## config.mk

```make
export PLATFORM = sky130hd
export DESIGN_NAME = bcd_alarm_clock
export DESIGN_NICKNAME = d
export VERILOG_FILES = /design/src/rtl/bac_pkg.sv /design/src/rtl/bac_in_stage.sv /design/src/rtl/bac_core.sv /design/src/rtl/bac_out_stage.sv /design/src/rtl/bcd_alarm_clock.sv
export SDC_FILE = /design/constraint.sdc
export NUM_CORES = 1
export LEC_CHECK = 0
export BUFFER_PORTS_ARGS = -buffer_cell sky130_fd_sc_hd__buf_2
export CORE_ASPECT_RATIO = 1.4
export CORE_MARGIN = 2
export CORE_UTILIZATION = 35
export CTS_CLUSTER_DIAMETER = 100
export CTS_CLUSTER_SIZE = 20
export DETAILED_ROUTE_END_ITERATION = 10
export PLACE_DENSITY = 0.62
export SLEW_MARGIN = 20
export SYNTH_ARGS = -nofsm -noshare
export SYNTH_HDL_FRONTEND = slang
export SYNTH_HIERARCHICAL = 1
export SYNTH_SLANG_ARGS = --single-unit
```

## constraint.sdc

```tcl
create_clock -name clk_i -period 3.6 [get_ports clk_i]
set_input_delay 0 -clock clk_i [delete_from_list [all_inputs] [get_ports clk_i]]
set_output_delay 0 -clock clk_i [all_outputs]
set_load 0.02 [all_outputs]
```

## src/rtl/bac_pkg.sv

```systemverilog
// ----------------------------------------------------------------------------
// bac_pkg
// Shared types, mode codes and BCD step functions for the alarm clock.
// ----------------------------------------------------------------------------
package bac_pkg;

  localparam logic [7:0] TPS_RESET = 8'd10;
  localparam logic [5:0] SEC_LAST  = 6'd59;

  localparam logic [2:0] MODE_NORMAL   = 3'd0;
  localparam logic [2:0] MODE_SET_MIN  = 3'd1;
  localparam logic [2:0] MODE_SET_HOUR = 3'd2;
  localparam logic [2:0] MODE_ALM_MIN  = 3'd3;
  localparam logic [2:0] MODE_ALM_HOUR = 3'd4;
  localparam logic [2:0] MODE_ALM_EN   = 3'd5;

  localparam int unsigned InDataW  = 8;
  localparam int unsigned OutDataW = 24;

  typedef struct packed {
    logic [3:0] mu;
    logic [2:0] mt;
    logic [3:0] hu;
    logic [1:0] ht;
  } bcd_time_t;

  typedef struct packed {
    logic op;
    logic mode_press;
    logic inc_press;
    logic dec_press;
  } event_t;

  // packed from the top down, so shown_hour_tens sits in the low bits
  typedef struct packed {
    logic       alarm_set_led;
    logic       time_set_led;
    logic       alarm_ringing;
    logic       alarm_on;
    logic [2:0] current_mode;
    logic [3:0] shown_minute_units;
    logic [2:0] shown_minute_tens;
    logic [3:0] shown_hour_units;
    logic [1:0] shown_hour_tens;
  } result_t;

  function automatic bcd_time_t min_up(bcd_time_t t);
    bcd_time_t r;
    r = t;
    if (t.mu < 4'd9) begin
      r.mu = t.mu + 4'd1;
    end else begin
      r.mu = 4'd0;
      if (t.mt < 3'd5) r.mt = t.mt + 3'd1;
      else r.mt = 3'd0;
    end
    return r;
  endfunction

  function automatic logic min_carry(bcd_time_t t);
    return (t.mu >= 4'd9) && (t.mt >= 3'd5);
  endfunction

  function automatic bcd_time_t min_down(bcd_time_t t);
    bcd_time_t r;
    r = t;
    if (t.mu > 4'd0) begin
      r.mu = t.mu - 4'd1;
    end else begin
      r.mu = 4'd9;
      if (t.mt > 3'd0) r.mt = t.mt - 3'd1;
      else r.mt = 3'd5;
    end
    return r;
  endfunction

  function automatic bcd_time_t hour_up(bcd_time_t t);
    bcd_time_t r;
    r = t;
    if (t.ht >= 2'd2 && t.hu >= 4'd3) begin
      r.ht = 2'd0;
      r.hu = 4'd0;
    end else if (t.hu < 4'd9) begin
      r.hu = t.hu + 4'd1;
    end else begin
      r.hu = 4'd0;
      r.ht = t.ht + 2'd1;
    end
    return r;
  endfunction

  function automatic bcd_time_t hour_down(bcd_time_t t);
    bcd_time_t r;
    r = t;
    if (t.hu > 4'd0) begin
      r.hu = t.hu - 4'd1;
    end else if (t.ht > 2'd0) begin
      r.hu = 4'd9;
      r.ht = t.ht - 2'd1;
    end else begin
      r.ht = 2'd2;
      r.hu = 4'd3;
    end
    return r;
  endfunction

endpackage

```

## src/rtl/bac_in_stage.sv

```systemverilog
// ----------------------------------------------------------------------------
// bac_in_stage
// Input register holding one event word until the core takes it.
// ----------------------------------------------------------------------------
module bac_in_stage (
  input  logic            clk_i,
  input  logic            rst_ni,
  input  logic            valid_i,
  output logic            ready_o,
  input  bac_pkg::event_t item_i,
  input  logic            take_i,
  output logic            valid_o,
  output bac_pkg::event_t item_o
);
  import bac_pkg::*;

  logic   valid_q, valid_d;
  event_t item_q;
  logic   load;

  assign ready_o = !valid_q || take_i;
  assign load    = valid_i && ready_o;

  always_comb begin
    valid_d = valid_q;
    if (load) valid_d = 1'b1;
    else if (take_i) valid_d = 1'b0;
  end

  always_ff @(posedge clk_i or negedge rst_ni) begin
    if (!rst_ni) valid_q <= 1'b0;
    else valid_q <= valid_d;
  end

  always_ff @(posedge clk_i) begin
    if (load) item_q <= item_i;
  end

  assign valid_o = valid_q;
  assign item_o  = item_q;

endmodule

```

## src/rtl/bac_core.sv

```systemverilog
// ----------------------------------------------------------------------------
// bac_core
// Clock, alarm and mode state with the single-pass update for one event.
// ----------------------------------------------------------------------------
module bac_core (
  input  logic             clk_i,
  input  logic             rst_ni,
  input  logic             cfg_we_i,
  input  logic [7:0]       cfg_data_i,
  input  logic             fire_i,
  input  bac_pkg::event_t  item_i,
  output bac_pkg::result_t result_o
);
  import bac_pkg::*;

  logic [7:0] tps_q;
  logic [7:0] tick_q, tick_d;
  logic [5:0] sec_q, sec_d;
  bcd_time_t  clk_q, clk_d;
  bcd_time_t  alm_q, alm_d;
  logic       alarm_en_q, alarm_en_d;
  logic [2:0] mode_q, mode_d;
  logic       firing_q, firing_d;
  logic       press;
  logic       alm_view;
  bcd_time_t  shown;

  always_comb begin
    tick_d     = tick_q;
    sec_d      = sec_q;
    clk_d      = clk_q;
    alm_d      = alm_q;
    alarm_en_d = alarm_en_q;
    mode_d     = mode_q;
    firing_d   = firing_q;
    press      = 1'b0;
    if (item_i.op) begin
      if (item_i.mode_press) begin
        mode_d = (mode_q >= MODE_ALM_EN) ? MODE_NORMAL : mode_q + 3'd1;
      end
      // increment first, then decrement
      for (int k = 0; k < 2; k++) begin
        press = (k == 0) ? item_i.inc_press : item_i.dec_press;
        if (press) begin
          case (mode_d)
            MODE_SET_MIN:  clk_d = (k == 0) ? min_up(clk_d) : min_down(clk_d);
            MODE_SET_HOUR: clk_d = (k == 0) ? hour_up(clk_d) : hour_down(clk_d);
            MODE_ALM_MIN:  alm_d = (k == 0) ? min_up(alm_d) : min_down(alm_d);
            MODE_ALM_HOUR: alm_d = (k == 0) ? hour_up(alm_d) : hour_down(alm_d);
            MODE_ALM_EN:   alarm_en_d = ~alarm_en_d;
            default:       ;
          endcase
        end
      end
    end else begin
      if (({1'b0, tick_q} + 9'd1) < {1'b0, tps_q}) begin
        tick_d = tick_q + 8'd1;
      end else begin
        tick_d = 8'd0;
        if (sec_q < SEC_LAST) begin
          sec_d = sec_q + 6'd1;
        end else begin
          sec_d = 6'd0;
          clk_d = min_up(clk_q);
          if (min_carry(clk_q)) clk_d = hour_up(clk_d);
          firing_d = alarm_en_q && (clk_d == alm_q);
        end
      end
    end
  end

  always_ff @(posedge clk_i or negedge rst_ni) begin
    if (!rst_ni) begin
      tps_q <= TPS_RESET;
    end else if (cfg_we_i) begin
      tps_q <= cfg_data_i;
    end
  end

  always_ff @(posedge clk_i or negedge rst_ni) begin
    if (!rst_ni) begin
      tick_q     <= '0;
      sec_q      <= '0;
      clk_q      <= '0;
      alm_q      <= '0;
      alarm_en_q <= 1'b0;
      mode_q     <= MODE_NORMAL;
      firing_q   <= 1'b0;
    end else if (fire_i) begin
      tick_q     <= tick_d;
      sec_q      <= sec_d;
      clk_q      <= clk_d;
      alm_q      <= alm_d;
      alarm_en_q <= alarm_en_d;
      mode_q     <= mode_d;
      firing_q   <= firing_d;
    end
  end

  assign alm_view = (mode_d == MODE_ALM_MIN) || (mode_d == MODE_ALM_HOUR);
  assign shown    = alm_view ? alm_d : clk_d;

  always_comb begin
    result_o.shown_hour_tens    = shown.ht;
    result_o.shown_hour_units   = shown.hu;
    result_o.shown_minute_tens  = shown.mt;
    result_o.shown_minute_units = shown.mu;
    result_o.current_mode       = mode_d;
    result_o.alarm_on           = alarm_en_d;
    result_o.alarm_ringing      = firing_d;
    result_o.time_set_led       = 1'b0;
    result_o.alarm_set_led      = 1'b0;
    case (mode_d) inside
      MODE_SET_MIN, MODE_SET_HOUR, MODE_ALM_EN: result_o.time_set_led = 1'b1;
      MODE_ALM_MIN, MODE_ALM_HOUR:              result_o.alarm_set_led = 1'b1;
      default:                                  ;
    endcase
  end

  a_firing_on_tick: assert property (@(posedge clk_i) disable iff (!rst_ni)
    $rose(firing_q) |-> $past(fire_i && !item_i.op))
    else $error("firing set without a tick");

  a_enable_holds_on_tick: assert property (@(posedge clk_i) disable iff (!rst_ni)
    (fire_i && !item_i.op) |=> (alarm_en_q == $past(alarm_en_q)))
    else $error("alarm enable changed on a tick");

  a_clock_range: assert property (@(posedge clk_i) disable iff (!rst_ni)
    (clk_q.mu <= 4'd9) && (clk_q.mt <= 3'd5) &&
    ((clk_q.ht < 2'd2 && clk_q.hu <= 4'd9) || (clk_q.ht == 2'd2 && clk_q.hu <= 4'd3)))
    else $error("clock time out of range");

  a_alarm_range: assert property (@(posedge clk_i) disable iff (!rst_ni)
    (alm_q.mu <= 4'd9) && (alm_q.mt <= 3'd5) &&
    ((alm_q.ht < 2'd2 && alm_q.hu <= 4'd9) || (alm_q.ht == 2'd2 && alm_q.hu <= 4'd3)))
    else $error("alarm time out of range");

endmodule

```

## src/rtl/bac_out_stage.sv

```systemverilog
// ----------------------------------------------------------------------------
// bac_out_stage
// Result register presenting one display word to the downstream side.
// ----------------------------------------------------------------------------
module bac_out_stage (
  input  logic             clk_i,
  input  logic             rst_ni,
  input  logic             valid_i,
  output logic             ready_o,
  input  bac_pkg::result_t result_i,
  output logic             valid_o,
  input  logic             ready_i,
  output bac_pkg::result_t result_o
);
  import bac_pkg::*;

  logic    valid_q, valid_d;
  result_t result_q;
  logic    load;

  assign ready_o = !valid_q || ready_i;
  assign load    = valid_i && ready_o;

  always_comb begin
    valid_d = valid_q;
    if (load) valid_d = 1'b1;
    else if (ready_i) valid_d = 1'b0;
  end

  always_ff @(posedge clk_i or negedge rst_ni) begin
    if (!rst_ni) valid_q <= 1'b0;
    else valid_q <= valid_d;
  end

  always_ff @(posedge clk_i) begin
    if (load) result_q <= result_i;
  end

  assign valid_o  = valid_q;
  assign result_o = result_q;

endmodule

```

## src/rtl/bcd_alarm_clock.sv

```systemverilog
// ----------------------------------------------------------------------------
// bcd_alarm_clock
// 24-hour BCD clock with alarm, driven by tick and button event words.
//
// Input stream: s_axis_tuser selects the event (0 tick, 1 buttons), and
// s_axis_tdata carries the mode, increment and decrement presses. Every
// accepted word yields one display word on the output stream: shown time
// digits (alarm time in the alarm set modes), mode, alarm flags and leds.
// Configuration: cfg_data_i sets the ticks per second (0 acts as 1); write
// only while no event is in flight. cfg_ready_o is always high.
// The word sits in the input register while the update logic works on it, and
// the result register loads the result when it is empty or being read out.
// Throughput is one word per cycle while the receiver does not stall.
// When the receiver stalls, the result register holds its word and the input
// register still takes one more word; further words wait at s_axis_tready.
// Reset clears the time, alarm, mode, counters and both registers, and sets
// ticks per second to 10.
// ----------------------------------------------------------------------------
module bcd_alarm_clock (
  input  logic                            clk_i,
  input  logic                            rst_ni,
  input  logic                            s_axis_tvalid,
  output logic                            s_axis_tready,
  // mode_press, inc_press, dec_press, zero fill
  input  logic [bac_pkg::InDataW-1:0]     s_axis_tdata,
  // operation
  input  logic                            s_axis_tuser,
  output logic                            m_axis_tvalid,
  input  logic                            m_axis_tready,
  // shown_hour_tens, shown_hour_units, shown_minute_tens, shown_minute_units,
  // current_mode, alarm_on, alarm_ringing, time_set_led, alarm_set_led, zero fill
  output logic [bac_pkg::OutDataW-1:0]    m_axis_tdata,
  input  logic                            cfg_valid_i,
  output logic                            cfg_ready_o,
  input  logic [7:0]                      cfg_data_i
);
  import bac_pkg::*;

  event_t  s_item;
  event_t  in_item;
  logic    in_valid;
  logic    out_ready;
  logic    fire;
  result_t core_result;
  result_t out_result;

  assign s_item.op         = s_axis_tuser;
  assign s_item.mode_press = s_axis_tdata[0];
  assign s_item.inc_press  = s_axis_tdata[1];
  assign s_item.dec_press  = s_axis_tdata[2];

  assign fire        = in_valid && out_ready;
  assign cfg_ready_o = 1'b1;

  bac_in_stage u_in_stage (
    .clk_i   (clk_i),
    .rst_ni  (rst_ni),
    .valid_i (s_axis_tvalid),
    .ready_o (s_axis_tready),
    .item_i  (s_item),
    .take_i  (fire),
    .valid_o (in_valid),
    .item_o  (in_item)
  );

  bac_core u_core (
    .clk_i      (clk_i),
    .rst_ni     (rst_ni),
    .cfg_we_i   (cfg_valid_i),
    .cfg_data_i (cfg_data_i),
    .fire_i     (fire),
    .item_i     (in_item),
    .result_o   (core_result)
  );

  bac_out_stage u_out_stage (
    .clk_i    (clk_i),
    .rst_ni   (rst_ni),
    .valid_i  (in_valid),
    .ready_o  (out_ready),
    .result_i (core_result),
    .valid_o  (m_axis_tvalid),
    .ready_i  (m_axis_tready),
    .result_o (out_result)
  );

  assign m_axis_tdata = {{(OutDataW - $bits(result_t)){1'b0}}, out_result};

endmodule

```

Word level (Yosys, flattened, before mapping)
Cells that the tools add are included.

word-level totals
  logic and storage cells = 168
  bits in registers = 79
  input port bits = 22
  output and inout bits = 27

cells by class
  muxes and demuxes = 64
  $add $sub $neg = 20
  bitwise gates (word level) = 4
  equality and inequality tests = 11
  reductions and logical operators = 17
  order comparisons = 23

operators with widths
  cell                                                                count
  2-to-1 mux 13 bit                                                   14
  one-hot mux 13 bit (2 select lines)                                 4
  2-to-1 mux 3 bit                                                    12
  2-to-1 mux 6 bit                                                    6
  2-to-1 mux 4 bit                                                    8
  adder 4 x 1 -> 4 bit (second input constant)                        4
  > comparator 4 x 1 -> 1 bit (second input constant)                 4
  less-than comparator 4 bit (second input constant)                  4
  subtractor 4 x 1 -> 4 bit (second input constant)                   4
  2-to-1 mux 1 bit                                                    15
  == test 13 bit                                                      1
  == test 3 x 2 -> 1 bit (second input constant)                      4
  == test 3 bit (second input constant)                               4
  adder 3 x 1 -> 3 bit (second input constant)                        3
  adder 8 x 1 -> 9 bit (second input constant)                        1
  less-than comparator 9 x 8 -> 1 bit                                 1
  adder 8 x 1 -> 8 bit (second input constant)                        1
  greater-or-equal comparator 4 x 2 -> 1 bit (second input constant)  2
  2-to-1 mux 2 bit                                                    4
  2-to-1 mux 8 bit                                                    1
  adder 6 x 1 -> 6 bit (second input constant)                        1
  == test 3 x 1 -> 1 bit (second input constant)                      2
  greater-or-equal comparator 3 bit (second input constant)           2
  > comparator 3 x 1 -> 1 bit (second input constant)                 2
  17 further kinds                                                    35

Longest topological paths before layout
  word-level depth = 15
  depth in mapped cells = 16
  depth with buffers taken out = 14

Modules after synthesis
Netlist, hierarchy kept.

modules (own cells, without submodules)
  module           seq. area each (um^2)  area an instance (um^2)  times used  cells each
  bac_core         1328.8                 5494.0                   1           720
  bac_out_stage    625.6                  654.4                    1           24
  bac_in_stage     145.1                  173.9                    1           8
  bcd_alarm_clock  0.0                    51.3                     1           8

Worst setup path after synthesis
No wires, ideal clock.

  kind = register -> register
  start = register u_core.mode_q[1]
  end = register u_out_stage.result_q (netlist bit u_out_stage/result_o[8]), data pin
  library setup time = 0.270 ns
  data required time = 3.330 ns
  buffers on the path = 1
  path slack = -0.052 ns
  arrival = 3.382 ns
  stages on the path, launching flop included = 15
  cell sequence = dfrtp_1 buf_2 inv_1 ha_1 a32oi_1 nor2_1 a21oi_1 ha_1 inv_1 a2111oi_0 o21ai_1 a21oi_2 xnor2_1 a221oi_2 a221oi_2

RTL lines
  element                 RTL line             RTL
  from (decl)             bac_core.sv:22       logic [2:0] mode_q, mode_d;
  from (signal assigned)  bac_core.sv:95       mode_q <= mode_d;
  to (signal assigned)    bac_out_stage.sv:36  if (load) result_q <= result_i;
  to (decl)               bac_out_stage.sv:18  result_t result_q;

==> results.yml <==
drt:
  initialDrtViolationCount: 280
  routed-wl-met2_mm: 9.79
  drc: 0
  top_layer: "met4"
  via_per_inst: 5.53
  firstDrtPassIters: 5
  wl_met3_um: 487
  wl_per_cell_um: 17.3
  vias: 6011
  drt_wl_total_mm: 18.8
  ant_nets: 0
  met1_length_mm: 7.79
placed_design:
  io_buffers: 38
  dpl.hpwl_mm: 13.6
  place_congestion: 0.943
  place_area_um2: 7060
  dp_slack_ns: 0.0199
yosys:
  netlist_area_um2: 6370
  async_flop_share_pct: 69.6
  syn_inst: 760
  synth_top_area_cell: "dfrtp_1"
  yosys-top-cells-area: "dfrtp_1, edfxtp_1, ha_1, o21ai_0, nand2_1"
  synth-edff-count: 24
  ys_types: 84
  ys.flop_type: "dfrtp_1"
  synth-seq-cells: 79
  synth.top_cell.area_share_pct: 20.8
  ys_seq_area_share_pct: 32.9
  synth.avg_cell_area_um2: 8.39
  ys_warn_count: 6
timing:
  fmax_mhz: 291
  period_minus_slack_ns: 3.43
  skew_ns: 0.0113
  rsz0062_at_grt: "true"
  finalSetupTns_ns: 0
  final_max_slew_viol_count: 0
  slew_headroom_pct: 57.6
  final-setup-viol-count: 0
  hold_slack_ns: 0.0121
  fin_ws_ns: 0.169
  final-hold-violation-count: 0
  worst_pin_slew_ns: 0.633
  post-route-period-util_pct: 95.3
floorplanning:
  num_io_pins: 49
  core.rowCount: 58
  die_width_um: 118
  start_util_pct: 35.6
  die_area_um2: 19300
  core_area_um2: 17900
  die_h_um: 164
layout:
  area_delta_synth_final_pct: 20.3
  drive_gt1_share_pct: 20.2
  stdcell_area_um2: 7670
  layout.nets: 896
  post-route-util_pct: 42.8
  n_antenna_cell: 0
flow_run:
  maxCapViolations: 0
global_routing:
  track_usage_pct: 19.9
  grt_overflow: 0
  antenna_found_initial: 0
  grt_pass1_wl_mm: 30.5
  grt_max_degree: 49
  grt_pass1_vias: 6047
clock_network:
  path_clk_slew_ns: 0.07
  cts_buffers: 9
  clk_path_buf_depth: 2
  clock_latency_ns: 0.34
  cts_tree: "built"
  cts-root-buf: "clkbuf_16"
  cts_sinks: 79
  h-tree-depth: 3
min_path:
  min_path_type: "in -> reg"
worst_setup_path:
  critPathArrivalTime_ns: 3.52
  worstSetupStartpointType: "flop"
  worstPathMaxFanout: 4
  cp_data_required_time_ns: 3.69
  critPathCaptureType: "flop"
  crit_type: "reg -> reg"
power:
  p_leak_nw: 3.16
  powerDensity_nw_per_um2: 770
  ir_drop_mv: 0.329
outcome:
  outcome: "completed"
==> layout make-up <==
type	instances	area, µm²
fillers	1809	10300
multi-input cells	598	4010
flip-flops and latches	79	2100
repair buffers	114	811
well taps	240	300
clock buffers	9	225
inverters	39	146
clock inverters	7	75.1
==> sequential cells by signal (all words and copies together), names as in the netlist <==
signal                cells
u_core/firing_q           1
u_core/alarm_en_q         1
u_in_stage/item_o         4
u_core/tick_q             8
u_core/mode_q             3
u_in_stage/valid_o        1
u_core/tps_q              8
u_core/alm_q             13
u_core/clk_q             13
u_core/sec_q              6
u_out_stage/result_o     20
u_out_stage/valid_o       1
==> worst max-delay path, stage by stage (launching register included) <==
cell and delay, ns:
dfrtp_1 0.42, inv_2 0.07, ha_2 0.26, or4b_4 0.51, o211a_4 0.18, nor3_4 0.25, mux2i_1 0.29, ha_2 0.22
and2_4 0.16, nand3_4 0.10, nor2_4 0.19, xnor2_2 0.14, a211oi_1 0.11, a211o_1 0.29
==> timing repair <==
action | CTS | global route
hold buffers | 19 | 0
resized for setup | 1 | 21
endpoints found under the hold margin | 51 | 0
endpoints found under the setup margin | 2 | 9
buffers inserted | 0 | 3
pin swaps | 0 | 6
==> worst paths after layout <==
path                                         startpoint                                end  slack [ns]  depth (start not counted)
min                                         cfg_valid_i        u_core/tps_q[6]$_DFFE_PN0P_        0.01                          3
min reg2reg                 u_core/sec_q[4]$_DFFE_PN0P_        u_core/sec_q[4]$_DFFE_PN0P_        0.50                          1
max in group asynchronous                        rst_ni        u_core/alm_q[5]$_DFFE_PN0P_        2.73                          3
min in group asynchronous                        rst_ni        u_core/tps_q[4]$_DFFE_PN0P_        0.18                          2
max reg2reg                u_core/mode_q[1]$_DFFE_PN0P_  u_out_stage/result_o[6]$_DFFE_PP_        0.17                         13
max                        u_core/mode_q[1]$_DFFE_PN0P_  u_out_stage/result_o[6]$_DFFE_PP_        0.17                         13
==> layout by cell type (no fill, tap or decap), types with 5 or more instances in the layout <==
master / n
o22ai_1: 7
conb_1: 5
clkbuf_16: 9
and2_1: 9
buf_4: 58
edfxtp_1: 24
mux2_2: 14
nand2_1: 73
o211ai_1: 6
xor2_1: 7
buf_2: 37
and3_1: 10
a31oi_1: 11
xnor2_1: 19
nor2b_1: 5
a22oi_1: 7
nand3_1: 34
nand2b_1: 12
a211oi_1: 6
o31ai_1: 12
nor3b_1: 5
nor2_1: 60
dfrtp_1: 53
ha_1: 30
nor4_1: 5
nor3_1: 19
o21a_1: 7
dlygate4sd3_1: 19
o21ai_0: 68
mux2i_1: 20
a21oi_1: 50
inv_1: 36
==> metrics by stage <==
stage | cells | total power [mW]
final | 1086 | 5.91
after global routing | 1086 | 6.38
after CTS | 1083 | 5.83
after detailed placement | 1048 | 4.82
after global placement | 1048 | 4.80
after floorplan | 763 | 3.79
==> logic make-up after synthesis <==
| family | count (synthesis) | synth area share (%) |
|---|---|---|
| AO/OA/AOI/OAI | 236 | 24.7 |
| buffers and inverters | 86 | 5.85 |
| other | 2 | 0.118 |
| adder cells (fa/ha/maj) | 33 | 6.48 |
| multiplexers | 35 | 5.97 |
| flip-flops | 79 | 32.9 |
| AND/OR/NAND/NOR | 261 | 20.1 |
| XOR/XNOR | 28 | 3.85 |
==> routing by layer <==
| layer | vias to the layer above | GRT usage [%] |
|---|---|---|
| li1 | 2941 | - |
| met1 | 2893 | 22.0 |
| met2 | 132 | 37.8 |
| met3 | 45 | 2.48 |
| met4 | 0 | 8.76 |
| met5 | - | 0 |
==> power breakdown <==
part / total [mW] / internal, mW / leakage, nW / switching, mW
logic: 3.41 / 1.41 / 2.11 / 2.00
clock network: 0.961 / 0.547 / 0.152 / 0.414
registers: 1.54 / 1.23 / 0.899 / 0.310
==> Yosys cell counts (14+ instances only) <==
library cell	instances
inv_1	37
edfxtp_1	24
mux2_2	14
nand2_1	73
clkbuf_1	31
nor3_1	22
nor2_1	62
o21ai_0	68
ha_1	33
mux2i_1	20
dfrtp_1	53
nand3_1	35
a21oi_1	51
xnor2_1	21
Power figures use the tool's default switching activity.
